**config.mk**
```make
export PLATFORM = sky130hd
export DESIGN_NAME = sync_word_chunk_deframer_core_flat
export DESIGN_NICKNAME = d
export VERILOG_FILES = /design/src/rtl/swcd_pkg.sv /design/src/rtl/swcd_if.sv /design/src/rtl/sync_word_chunk_deframer_core.sv /design/src/flat_wrapper.sv
export SDC_FILE = /design/constraint.sdc
export NUM_CORES = 1
export LEC_CHECK = 0
export ABC_AREA = 1
export BUFFER_PORTS_ARGS = -buffer_cell sky130_fd_sc_hd__buf_2
export CORE_MARGIN = 2
export CORE_UTILIZATION = 45
export DETAILED_ROUTE_END_ITERATION = 6
export PLACE_DENSITY = 0.65
export SLEW_MARGIN = 20
export SYNTH_ARGS = -nofsm -noshare
export SYNTH_HDL_FRONTEND = slang
export SYNTH_SLANG_ARGS = --single-unit
```
**constraint.sdc**
```tcl
create_clock -name clk -period 3 [get_ports clk]
set_input_delay 0.45 -clock clk [delete_from_list [all_inputs] [get_ports clk]]
set_output_delay 0.45 -clock clk [all_outputs]
set_load 0.01 [all_outputs]
```
**src/rtl/swcd_pkg.sv**
```systemverilog
`timescale 1ns / 1ps

package swcd_pkg;

  localparam int unsigned WordW   = 32;
  localparam int unsigned LenW    = 31;
  localparam int unsigned ByteW   = 8;
  localparam int unsigned CntW    = 3;
  localparam int unsigned ModeW   = 2;
  localparam int unsigned StatusW = 3;
  localparam int unsigned CfgIdxW = 2;

  localparam logic [WordW-1:0] SyncWordRst = 32'h0000_0000;
  localparam logic [LenW-1:0]  MaxLenRst   = 31'd65536;

  // byte order mode register codes; the unused code behaves as automatic
  localparam logic [ModeW-1:0] ModeBig    = 2'd0;
  localparam logic [ModeW-1:0] ModeLittle = 2'd1;
  localparam logic [ModeW-1:0] ModeAuto   = 2'd2;

  // configuration register indexes
  localparam logic [CfgIdxW-1:0] RegSyncWord  = 2'd0;
  localparam logic [CfgIdxW-1:0] RegMaxLength = 2'd1;
  localparam logic [CfgIdxW-1:0] RegByteOrder = 2'd2;

  localparam logic [CntW-1:0] CntTypeDone = 3'd4;
  localparam logic [CntW-1:0] CntLenDone  = 3'd0;

  typedef enum logic [1:0] {
    PH_HUNT,
    PH_HEADER,
    PH_PAYLOAD,
    PH_TRAILER
  } phase_t;

  typedef enum logic [StatusW-1:0] {
    ST_HUNT   = 3'd0,
    ST_SYNC   = 3'd1,
    ST_HDR    = 3'd2,
    ST_START  = 3'd3,
    ST_PAY    = 3'd4,
    ST_BADLEN = 3'd5,
    ST_LOST   = 3'd6,
    ST_TRAIL  = 3'd7
  } status_t;

  function automatic logic [WordW-1:0] swap32(input logic [WordW-1:0] v);
    return {v[7:0], v[15:8], v[23:16], v[31:24]};
  endfunction

endpackage

```
**src/rtl/swcd_if.sv**
```systemverilog
`timescale 1ns / 1ps

interface swcd_in_if;
  import swcd_pkg::*;
  logic             valid;
  logic             ready;
  logic [ByteW-1:0] in_byte;

  modport source (output valid, output in_byte, input ready);
  modport sink   (input valid, input in_byte, output ready);
endinterface

interface swcd_out_if;
  import swcd_pkg::*;
  logic                valid;
  logic                ready;
  logic [StatusW-1:0]  status;
  logic signed [WordW-1:0] chunk_type;
  logic [LenW-1:0]     chunk_length;
  logic [ByteW-1:0]    out_byte;
  logic                last_payload;
  logic                big_endian;

  modport source (output valid, output status, output chunk_type, output chunk_length,
                  output out_byte, output last_payload, output big_endian, input ready);
  modport sink   (input valid, input status, input chunk_type, input chunk_length,
                  input out_byte, input last_payload, input big_endian, output ready);
endinterface

interface swcd_cfg_if;
  import swcd_pkg::*;
  logic               valid;
  logic               ready;
  logic [CfgIdxW-1:0] index;
  logic [WordW-1:0]   data;

  modport source (output valid, output index, output data, input ready);
  modport sink   (input valid, input index, input data, output ready);
endinterface

```
**src/rtl/sync_word_chunk_deframer_core.sv**
```systemverilog
`timescale 1ns / 1ps

// Sync-word chunk deframer.
// in_ch  : one stream byte per word (valid/ready).
// out_ch : one result word per input byte: status, captured chunk type and
//          length, passed-through payload byte with last flag, byte order.
// cfg_ch : register writes (index 0 sync word, 1 max chunk length, 2 byte
//          order mode), always ready; the user must write them only while idle (not enforced).
// Each accepted byte updates the deframer state in the same cycle and its
// result sits in the output register on the next cycle; throughput 1 byte per
// cycle while the receiver takes results, set by the single state update from
// the input byte to the result register.
// If the receiver stalls, the output register holds its word and in_ch.ready
// drops until that word is taken; with out_ch.ready high, a byte can enter
// every cycle while the previous result is delivered.
// Reset (rst_n low, synchronous) returns to hunting with a cleared window,
// big-endian order, zero captured fields, registers at their reset values and
// an empty output register.
module sync_word_chunk_deframer_core
  import swcd_pkg::*;
(
  input  logic         clk,
  input  logic         rst_n,
  swcd_in_if.sink      in_ch,
  swcd_out_if.source   out_ch,
  swcd_cfg_if.sink     cfg_ch
);

  // configuration
  logic [WordW-1:0] sync_r;
  logic [LenW-1:0]  max_len_r;
  logic [ModeW-1:0] mode_r;

  // deframer state
  phase_t           phase_r, phase_nxt;
  logic [WordW-1:0] win_r, win_nxt;
  logic [CntW-1:0]  cnt_r, cnt_nxt;
  logic [WordW-1:0] type_r, type_nxt;
  logic [LenW-1:0]  len_r, len_nxt;
  logic [LenW-1:0]  rem_r, rem_nxt;
  logic             big_r, big_nxt;

  // result
  status_t          status_nxt;
  logic [ByteW-1:0] obyte_nxt;
  logic             last_nxt;

  logic               out_valid_r;
  logic [StatusW-1:0] out_status_r;
  logic [WordW-1:0]   out_type_r;
  logic [LenW-1:0]    out_len_r;
  logic [ByteW-1:0]   out_byte_r;
  logic               out_last_r;
  logic               out_big_r;

  logic             in_acc;
  logic             cfg_acc;
  logic [WordW-1:0] shifted;
  logic [CntW-1:0]  cnt_inc;
  logic [LenW-1:0]  rem_dec;
  logic             match_big, match_swap;
  logic             auto_mode;
  logic             hunt_sync, hunt_big;
  logic             trail_sync;
  logic             len_bad;

  assign cfg_ch.ready = 1'b1;
  assign cfg_acc      = cfg_ch.valid & cfg_ch.ready;
  assign in_ch.ready  = ~out_valid_r | out_ch.ready;
  assign in_acc       = in_ch.valid & in_ch.ready;

  // hunting always shifts big-endian; header and trailer follow current order
  always_comb begin
    if (phase_r == PH_HUNT || big_r) begin
      shifted = {win_r[WordW-ByteW-1:0], in_ch.in_byte};
    end else begin
      shifted = {in_ch.in_byte, win_r[WordW-1:ByteW]};
    end
  end

  assign cnt_inc    = cnt_r + CntW'(1);
  assign rem_dec    = rem_r - LenW'(1);
  assign match_big  = (shifted == sync_r);
  assign match_swap = (swap32(shifted) == sync_r);
  assign auto_mode  = mode_r[1];
  assign len_bad    = shifted[WordW-1] | (shifted[LenW-1:0] > max_len_r)
                    | (shifted[1:0] != 2'b00);
  assign trail_sync = match_big | (auto_mode & match_swap);

  always_comb begin
    unique case (mode_r)
      ModeBig: begin
        hunt_sync = match_big;
        hunt_big  = 1'b1;
      end
      ModeLittle: begin
        hunt_sync = match_swap;
        hunt_big  = 1'b0;
      end
      default: begin
        hunt_sync = match_big | match_swap;
        hunt_big  = match_big;
      end
    endcase
  end

  // next phase
  always_comb begin
    phase_nxt = phase_r;
    unique case (phase_r)
      PH_HUNT: begin
        if (hunt_sync) phase_nxt = PH_HEADER;
      end
      PH_HEADER: begin
        if (cnt_inc == CntLenDone) begin
          if (len_bad) begin
            phase_nxt = PH_HUNT;
          end else if (shifted == '0) begin
            phase_nxt = PH_TRAILER;
          end else begin
            phase_nxt = PH_PAYLOAD;
          end
        end
      end
      PH_PAYLOAD: begin
        if (rem_dec == '0) phase_nxt = PH_TRAILER;
      end
      PH_TRAILER: begin
        if (cnt_inc[CntW-1]) phase_nxt = trail_sync ? PH_HEADER : PH_HUNT;
      end
      default: phase_nxt = PH_HUNT;
    endcase
  end

  // datapath and result
  always_comb begin
    win_nxt    = win_r;
    cnt_nxt    = cnt_r;
    type_nxt   = type_r;
    len_nxt    = len_r;
    rem_nxt    = rem_r;
    big_nxt    = big_r;
    status_nxt = ST_HUNT;
    obyte_nxt  = '0;
    last_nxt   = 1'b0;
    unique case (phase_r)
      PH_HUNT: begin
        win_nxt = shifted;
        if (hunt_sync) begin
          status_nxt = ST_SYNC;
          big_nxt    = hunt_big;
          win_nxt    = '0;
          cnt_nxt    = '0;
        end
      end
      PH_HEADER: begin
        win_nxt = shifted;
        cnt_nxt = cnt_inc;
        if (cnt_inc == CntTypeDone) begin
          type_nxt   = shifted;
          win_nxt    = '0;
          status_nxt = ST_HDR;
        end else if (cnt_inc == CntLenDone) begin
          len_nxt = shifted[LenW-1:0];
          win_nxt = '0;
          if (len_bad) begin
            status_nxt = ST_BADLEN;
            cnt_nxt    = '0;
          end else begin
            status_nxt = ST_START;
            rem_nxt    = shifted[LenW-1:0];
          end
        end else begin
          status_nxt = ST_HDR;
        end
      end
      PH_PAYLOAD: begin
        status_nxt = ST_PAY;
        obyte_nxt  = in_ch.in_byte;
        rem_nxt    = rem_dec;
        if (rem_dec == '0) begin
          last_nxt = 1'b1;
          win_nxt  = '0;
          cnt_nxt  = '0;
        end
      end
      PH_TRAILER: begin
        win_nxt = shifted;
        cnt_nxt = cnt_inc;
        if (cnt_inc[CntW-1]) begin
          win_nxt = '0;
          cnt_nxt = '0;
          if (match_big) begin
            status_nxt = ST_SYNC;
          end else if (auto_mode && match_swap) begin
            status_nxt = ST_SYNC;
            big_nxt    = ~big_r;
          end else begin
            status_nxt = ST_LOST;
          end
        end else begin
          status_nxt = ST_TRAIL;
        end
      end
      default: begin
        win_nxt = '0;
        cnt_nxt = '0;
      end
    endcase
  end

  always_ff @(posedge clk) begin
    if (!rst_n) begin
      sync_r    <= SyncWordRst;
      max_len_r <= MaxLenRst;
      mode_r    <= ModeAuto;
    end else if (cfg_acc) begin
      case (cfg_ch.index)
        RegSyncWord:  sync_r    <= cfg_ch.data;
        RegMaxLength: max_len_r <= cfg_ch.data[LenW-1:0];
        RegByteOrder: mode_r    <= cfg_ch.data[ModeW-1:0];
        default: ;
      endcase
    end
  end

  always_ff @(posedge clk) begin
    if (!rst_n) begin
      phase_r <= PH_HUNT;
      win_r   <= '0;
      cnt_r   <= '0;
      type_r  <= '0;
      len_r   <= '0;
      rem_r   <= '0;
      big_r   <= 1'b1;
    end else if (in_acc) begin
      phase_r <= phase_nxt;
      win_r   <= win_nxt;
      cnt_r   <= cnt_nxt;
      type_r  <= type_nxt;
      len_r   <= len_nxt;
      rem_r   <= rem_nxt;
      big_r   <= big_nxt;
    end
  end

  always_ff @(posedge clk) begin
    if (!rst_n) begin
      out_valid_r <= 1'b0;
    end else begin
      out_valid_r <= in_acc | (out_valid_r & ~out_ch.ready);
    end
  end

  always_ff @(posedge clk) begin
    if (in_acc) begin
      out_status_r <= status_nxt;
      out_type_r   <= type_nxt;
      out_len_r    <= len_nxt;
      out_byte_r   <= obyte_nxt;
      out_last_r   <= last_nxt;
      out_big_r    <= big_nxt;
    end
  end

  assign out_ch.valid        = out_valid_r;
  assign out_ch.status       = out_status_r;
  assign out_ch.chunk_type   = out_type_r;
  assign out_ch.chunk_length = out_len_r;
  assign out_ch.out_byte     = out_byte_r;
  assign out_ch.last_payload = out_last_r;
  assign out_ch.big_endian   = out_big_r;

endmodule

```
**src/flat_wrapper.sv**
```systemverilog
// flat-port wrapper written by rule: the top's interface ports become plain ports
module sync_word_chunk_deframer_core_flat import swcd_pkg::*;
  (clk, rst_n, in_ch_valid, in_ch_in_byte, in_ch_ready, out_ch_valid, out_ch_status, out_ch_chunk_type, out_ch_chunk_length, out_ch_out_byte, out_ch_last_payload, out_ch_big_endian, out_ch_ready, cfg_ch_valid, cfg_ch_index, cfg_ch_data, cfg_ch_ready);
  swcd_in_if in_ch_i ();
  swcd_out_if out_ch_i ();
  swcd_cfg_if cfg_ch_i ();
  input  logic clk;
  input  logic rst_n;
  input wire logic [$bits(in_ch_i.valid)-1:0] in_ch_valid;
  input wire logic [$bits(in_ch_i.in_byte)-1:0] in_ch_in_byte;
  output wire logic [$bits(in_ch_i.ready)-1:0] in_ch_ready;
  output wire logic [$bits(out_ch_i.valid)-1:0] out_ch_valid;
  output wire logic [$bits(out_ch_i.status)-1:0] out_ch_status;
  output wire logic [$bits(out_ch_i.chunk_type)-1:0] out_ch_chunk_type;
  output wire logic [$bits(out_ch_i.chunk_length)-1:0] out_ch_chunk_length;
  output wire logic [$bits(out_ch_i.out_byte)-1:0] out_ch_out_byte;
  output wire logic [$bits(out_ch_i.last_payload)-1:0] out_ch_last_payload;
  output wire logic [$bits(out_ch_i.big_endian)-1:0] out_ch_big_endian;
  input wire logic [$bits(out_ch_i.ready)-1:0] out_ch_ready;
  input wire logic [$bits(cfg_ch_i.valid)-1:0] cfg_ch_valid;
  input wire logic [$bits(cfg_ch_i.index)-1:0] cfg_ch_index;
  input wire logic [$bits(cfg_ch_i.data)-1:0] cfg_ch_data;
  output wire logic [$bits(cfg_ch_i.ready)-1:0] cfg_ch_ready;
  assign in_ch_i.valid = in_ch_valid;
  assign in_ch_i.in_byte = in_ch_in_byte;
  assign in_ch_ready = in_ch_i.ready;
  assign out_ch_valid = out_ch_i.valid;
  assign out_ch_status = out_ch_i.status;
  assign out_ch_chunk_type = out_ch_i.chunk_type;
  assign out_ch_chunk_length = out_ch_i.chunk_length;
  assign out_ch_out_byte = out_ch_i.out_byte;
  assign out_ch_last_payload = out_ch_i.last_payload;
  assign out_ch_big_endian = out_ch_i.big_endian;
  assign out_ch_i.ready = out_ch_ready;
  assign cfg_ch_i.valid = cfg_ch_valid;
  assign cfg_ch_i.index = cfg_ch_index;
  assign cfg_ch_i.data = cfg_ch_data;
  assign cfg_ch_ready = cfg_ch_i.ready;
  sync_word_chunk_deframer_core u_core (.clk(clk), .rst_n(rst_n), .in_ch(in_ch_i), .out_ch(out_ch_i), .cfg_ch(cfg_ch_i));
endmodule
```
==> impl_metrics.xml <==
<?xml version="1.0" encoding="UTF-8"?>
<metrics>
  <group name="critical_path">
    <metric name="critical_path.n_buffers_inverters" unit="">6</metric>
    <metric name="setup.worst_path.end_class" unit="">register</metric>
    <metric name="startpoint" unit="">u_core.phase_r[0]</metric>
    <metric name="worst-endpoint-required" unit="ns">3.50</metric>
    <metric name="critical-path-top-delay-family" unit="">simple AND/OR/NAND/NOR gates</metric>
    <metric name="critical_path.max_fanout" unit="">8</metric>
    <metric name="crit_path_top_delay_cell" unit="">dfxtp_2</metric>
    <metric name="worst-endpoint-arrival" unit="ns">3.67</metric>
    <metric name="worstSetupPathType" unit="">reg -&gt; reg</metric>
    <metric name="rrSetupSlack" unit="ns">-0.17</metric>
    <metric name="r2r_start" unit="">u_core.phase_r[0]</metric>
    <metric name="max_stage_delay" unit="ns">0.33</metric>
    <metric name="critical-path-top-cell-by-count" unit="">nand2_2</metric>
    <metric name="worstPathCellList" unit="">inv_2, ha_4, nor2_4, buf_12, buf_6, buf_4, nand2_1, nand2_2, ha_1, nand2_2, nor2_1, o21ai_1, a21oi_1, nor2_1, nand2_2, nand2_4, nand2_4, a21boi_4, buf_6, buf_16, nand2_2, a21oi_1</metric>
    <metric name="crit_path_start_kind" unit="">register</metric>
  </group>
  <group name="logic_synthesis">
    <metric name="yosys.cell_types.count" unit="">42</metric>
    <metric name="synth_top_area_cell" unit="">dfxtp_1</metric>
    <metric name="yosysMostFrequentCell" unit="">nand2_1</metric>
    <metric name="postSynthAreaPerCell" unit="um^2">7.06</metric>
    <metric name="netlist_area_before_placement" unit="mm^2">0.0144</metric>
    <metric name="async_flop_share" unit="%">0</metric>
    <metric name="ys_ff_latch" unit="">274</metric>
    <metric name="synth_area_leaders" unit="">dfxtp_1 28%, edfxtp_1 16%, nand2_1 13%</metric>
    <metric name="synth_ff_type" unit="">dfxtp_1</metric>
    <metric name="seq_area_frac_synth" unit="%">43.5</metric>
    <metric name="yosys.area.top_type_share" unit="%">27.6</metric>
    <metric name="commonest_cells_post_synth" unit="">516 x nand2_1, 307 x o21ai_0, 288 x inv_1</metric>
    <metric name="synthesis.yosys.warnings" unit="">0</metric>
    <metric name="synth_cells" unit="">2037</metric>
    <metric name="synth_edf_count" unit="">76</metric>
    <metric name="syn_nets" unit="">2123</metric>
  </group>
  <group name="drt">
    <metric name="antenna_violating_nets_post_route" unit="">0</metric>
    <metric name="met3WireLength" unit="um">3700</metric>
    <metric name="routed-wl-met2" unit="um">23500</metric>
    <metric name="detailedRoute.firstIterationViolations" unit="">1322</metric>
    <metric name="wl_met1" unit="um">21200</metric>
    <metric name="finalWirelength" unit="um">50800</metric>
    <metric name="vias" unit="">14598</metric>
    <metric name="top_layer_used" unit="">met4</metric>
    <metric name="avgRoutedWirePerCell" unit="um">18.7</metric>
    <metric name="detail_route.first_pass.iterations" unit="">6</metric>
    <metric name="drt_drc_violations_left" unit="">0</metric>
    <metric name="drt-vias-per-instance" unit="">5.38</metric>
  </group>
  <group name="floorplan">
    <metric name="die-height" unit="um">183</metric>
    <metric name="core-area" unit="mm^2">0.0315</metric>
    <metric name="placementRows" unit="">65</metric>
    <metric name="die_w" unit="um">183</metric>
    <metric name="start_util" unit="%">45.7</metric>
    <metric name="overall_die_area" unit="mm^2">0.0334</metric>
    <metric name="ioPinCount" unit="">126</metric>
  </group>
  <group name="placed_design">
    <metric name="place_hpwl" unit="um">36200</metric>
    <metric name="dp_worst_slack" unit="ns">-0.211</metric>
    <metric name="place_inst" unit="">2617</metric>
    <metric name="finalWeightedCongestion" unit="">0.956</metric>
    <metric name="io_buffers" unit="">124</metric>
  </group>
  <group name="timing">
    <metric name="period_share" unit="%">106</metric>
    <metric name="slew_viol_final" unit="">0</metric>
    <metric name="slew-limit-headroom" unit="%">50.1</metric>
    <metric name="grt_setup_unrepaired" unit="">true</metric>
    <metric name="period_needed" unit="ns">3.17</metric>
    <metric name="timing_worst_slew_pin_value" unit="ns">0.748</metric>
    <metric name="final_hold_viol_count" unit="">0</metric>
    <metric name="skew" unit="ns">0.0148</metric>
    <metric name="fmax" unit="MHz">316</metric>
    <metric name="finalWorstSetupSlack" unit="ns">-0.169</metric>
    <metric name="setup_viol" unit="">35</metric>
  </group>
  <group name="clock_network">
    <metric name="numClockSinks" unit="">274</metric>
    <metric name="cts_hold_repair.buffers" unit="">0</metric>
    <metric name="clkLatencyLatePin" unit="ns">0.58</metric>
    <metric name="clock_tree_from_tritoncts" unit="">done</metric>
    <metric name="clk_path_buf_depth" unit="">3</metric>
    <metric name="root_buffer" unit="">clkbuf_16</metric>
    <metric name="clk_pin_slew" unit="ns">0.06</metric>
    <metric name="cts_made_buffers" unit="">30</metric>
    <metric name="cts-htree-levels" unit="">1</metric>
  </group>
  <group name="global_route">
    <metric name="grt_start_max_net_pins" unit="">77</metric>
    <metric name="global_route.overflow_total" unit="">0</metric>
    <metric name="first_global_vias" unit="">13301</metric>
    <metric name="number_of_antenna_violations_at_the_first_check_in_global_routing" unit="">0</metric>
    <metric name="wire_length_of_the_first_global_routing_pass" unit="um">75500</metric>
    <metric name="grtUsageTotal" unit="%">29.5</metric>
  </group>
  <group name="final_layout">
    <metric name="finish.utilization" unit="%">58.8</metric>
    <metric name="share_of_layout_cells_above_drive_strength_1" unit="%">22.4</metric>
    <metric name="num_antenna_cells" unit="">0</metric>
    <metric name="finalNonFillerCells" unit="">2715</metric>
    <metric name="syn_to_final_growth" unit="%">28.8</metric>
    <metric name="finalNetCount" unit="">2376</metric>
  </group>
  <group name="power">
    <metric name="static-leakage-power" unit="nW">8.56</metric>
    <metric name="power_frac_comb" unit="%">15.2</metric>
    <metric name="power_density_over_cell_area" unit="mW/mm^2">509</metric>
    <metric name="peak_supply_drop" unit="V">0.000500</metric>
    <metric name="seqPwrFrac" unit="%">43.9</metric>
    <metric name="clock_power_share" unit="%">40.8</metric>
    <metric name="cell_internal_power_dissipation" unit="W">0.00683</metric>
    <metric name="netSwitchingPower" unit="W">0.00260</metric>
    <metric name="post-layout-total-power" unit="W">0.00943</metric>
    <metric name="switching_share" unit="%">27.6</metric>
  </group>
  <group name="hold_path">
    <metric name="min-delay-path-class" unit="">in -&gt; reg</metric>
    <metric name="hp-start" unit="">cfg_ch_data[16]</metric>
  </group>
  <group name="status">
    <metric name="run_status" unit="">complete, but fails checks</metric>
    <metric name="violations" unit="">setup timing</metric>
  </group>
  <group name="run">
    <metric name="maxCapViolations" unit="">0</metric>
  </group>
</metrics>
==> cell type report <==
class                           instances  area (um^2)
Multi-Input combinational cell       1382         7250
Clock buffer                           40          858
Inverter                              293         1110
Clock inverter                         15          180
Tap cell                              402          503
Timing Repair Buffer                  309         2360
Sequential cell                       274         6250
Fill cell                            2918        13000
==> worst register-to-register path, delay by kind of cell (launching register included) <==
family	cells	cell delay (ns)
AND/OR/NAND/NOR	10	0.95
buffers and inverters	6	0.81
AO/OA/AOI/OAI	4	0.56
adder cells (fa/ha/maj)	2	0.42
flip-flops	1	0.33
==> power groups by stage <==
stage	clock [W]	combinational, W	sequential, W
global route	0.00406	0.00158	0.00415
CTS	0.00391	0.00134	0.00413
finish	0.00385	0.00143	0.00414
global placement	0	0.00128	0.00421
floorplan	0	0.000687	0.00422
detailed placement	0	0.00130	0.00421
==> cell usage in the layout (no fill, tap or decap), types with 14 or more instances in the layout <==
master,netlist,final
a21oi_1,203,190
nand4_1,18,18
nand2_1,516,485
o21ai_0,307,278
ha_1,39,27
o21ai_2,15,17
buf_12,0,14
inv_1,288,281
nor2_1,147,131
nand2_2,10,31
clkbuf_16,0,34
o21ai_1,4,23
buf_2,14,124
nand2_4,3,15
edfxtp_1,76,76
dfxtp_1,198,195
nand3_1,55,48
a21oi_2,10,23
buf_4,2,152
==> cells by family after synthesis <==
kind of cell    count (synthesis)  synth area share (%)
simple gates                  781                  22.2
compound gates                552                  20.1
buf+inv                       385                  10.5
flops                         274                  43.5
fa+ha+maj                      39                  3.40
xor+xnor                        5                 0.305
other cells                     1                0.0261
==> sequential cells by signal, summed over array words and instances (netlist names), named ones only <==
| signal | cells |
|---|---|
| u_core.out_ch.chunk_type | 32 |
| u_core.sync_r | 32 |
| u_core.type_r | 32 |
| u_core.win_r | 32 |
| u_core.len_r | 31 |
| u_core.max_len_r | 31 |
| u_core.out_ch.chunk_length | 31 |
| u_core.rem_r | 31 |
| u_core.out_ch.out_byte | 8 |
| u_core.cnt_r | 3 |
| u_core.out_ch.status | 3 |
| u_core.mode_r | 2 |
| u_core.big_r | 1 |
| u_core.out_ch.big_endian | 1 |
| u_core.out_ch.last_payload | 1 |
| u_core.out_ch.valid | 1 |
| u_core.phase_r | 1 |
==> through the flow <==
stage	setup TNS, ns	cell area (um^2)	hold slack [ns]
6_report	-3.70	18500	0.118
3_5_place_dp	-9.61	16400	0.459
2_1_floorplan	0	14400	0.435
5_1_grt	-9.01	18500	0.111
4_1_cts	-1.44	17900	0.0895
3_3_place_gp	-10.16	16400	0.457
==> routing by layer <==
layer  global-route usage [%]  vias to the layer above
met5                        0                        -
met4                     12.3                        0
met3                     4.15                      139
met2                     49.5                      589
met1                     38.1                     6749
li1                         -                     7121
==> timing repair <==
| action | in CTS | in global routing |
|---|---|---|
| gates resized for setup | 59 | 119 |
| setup buffers | 17 | 16 |
| endpoints found under the setup margin | 67 | 73 |
| pin swaps | 16 | 30 |
| gates cloned | 8 | 5 |
==> final timing paths <==
check	endpoint	cells past startpoint
worst min register to register	u_core.max_len_r[19]	2
worst min-delay path	u_core.max_len_r[16]	3
worst max-delay path	u_core.rem_r[23]	22
worst max register to register	u_core.rem_r[23]	22
No activity file was read; power rests on OpenSTA's default activity.
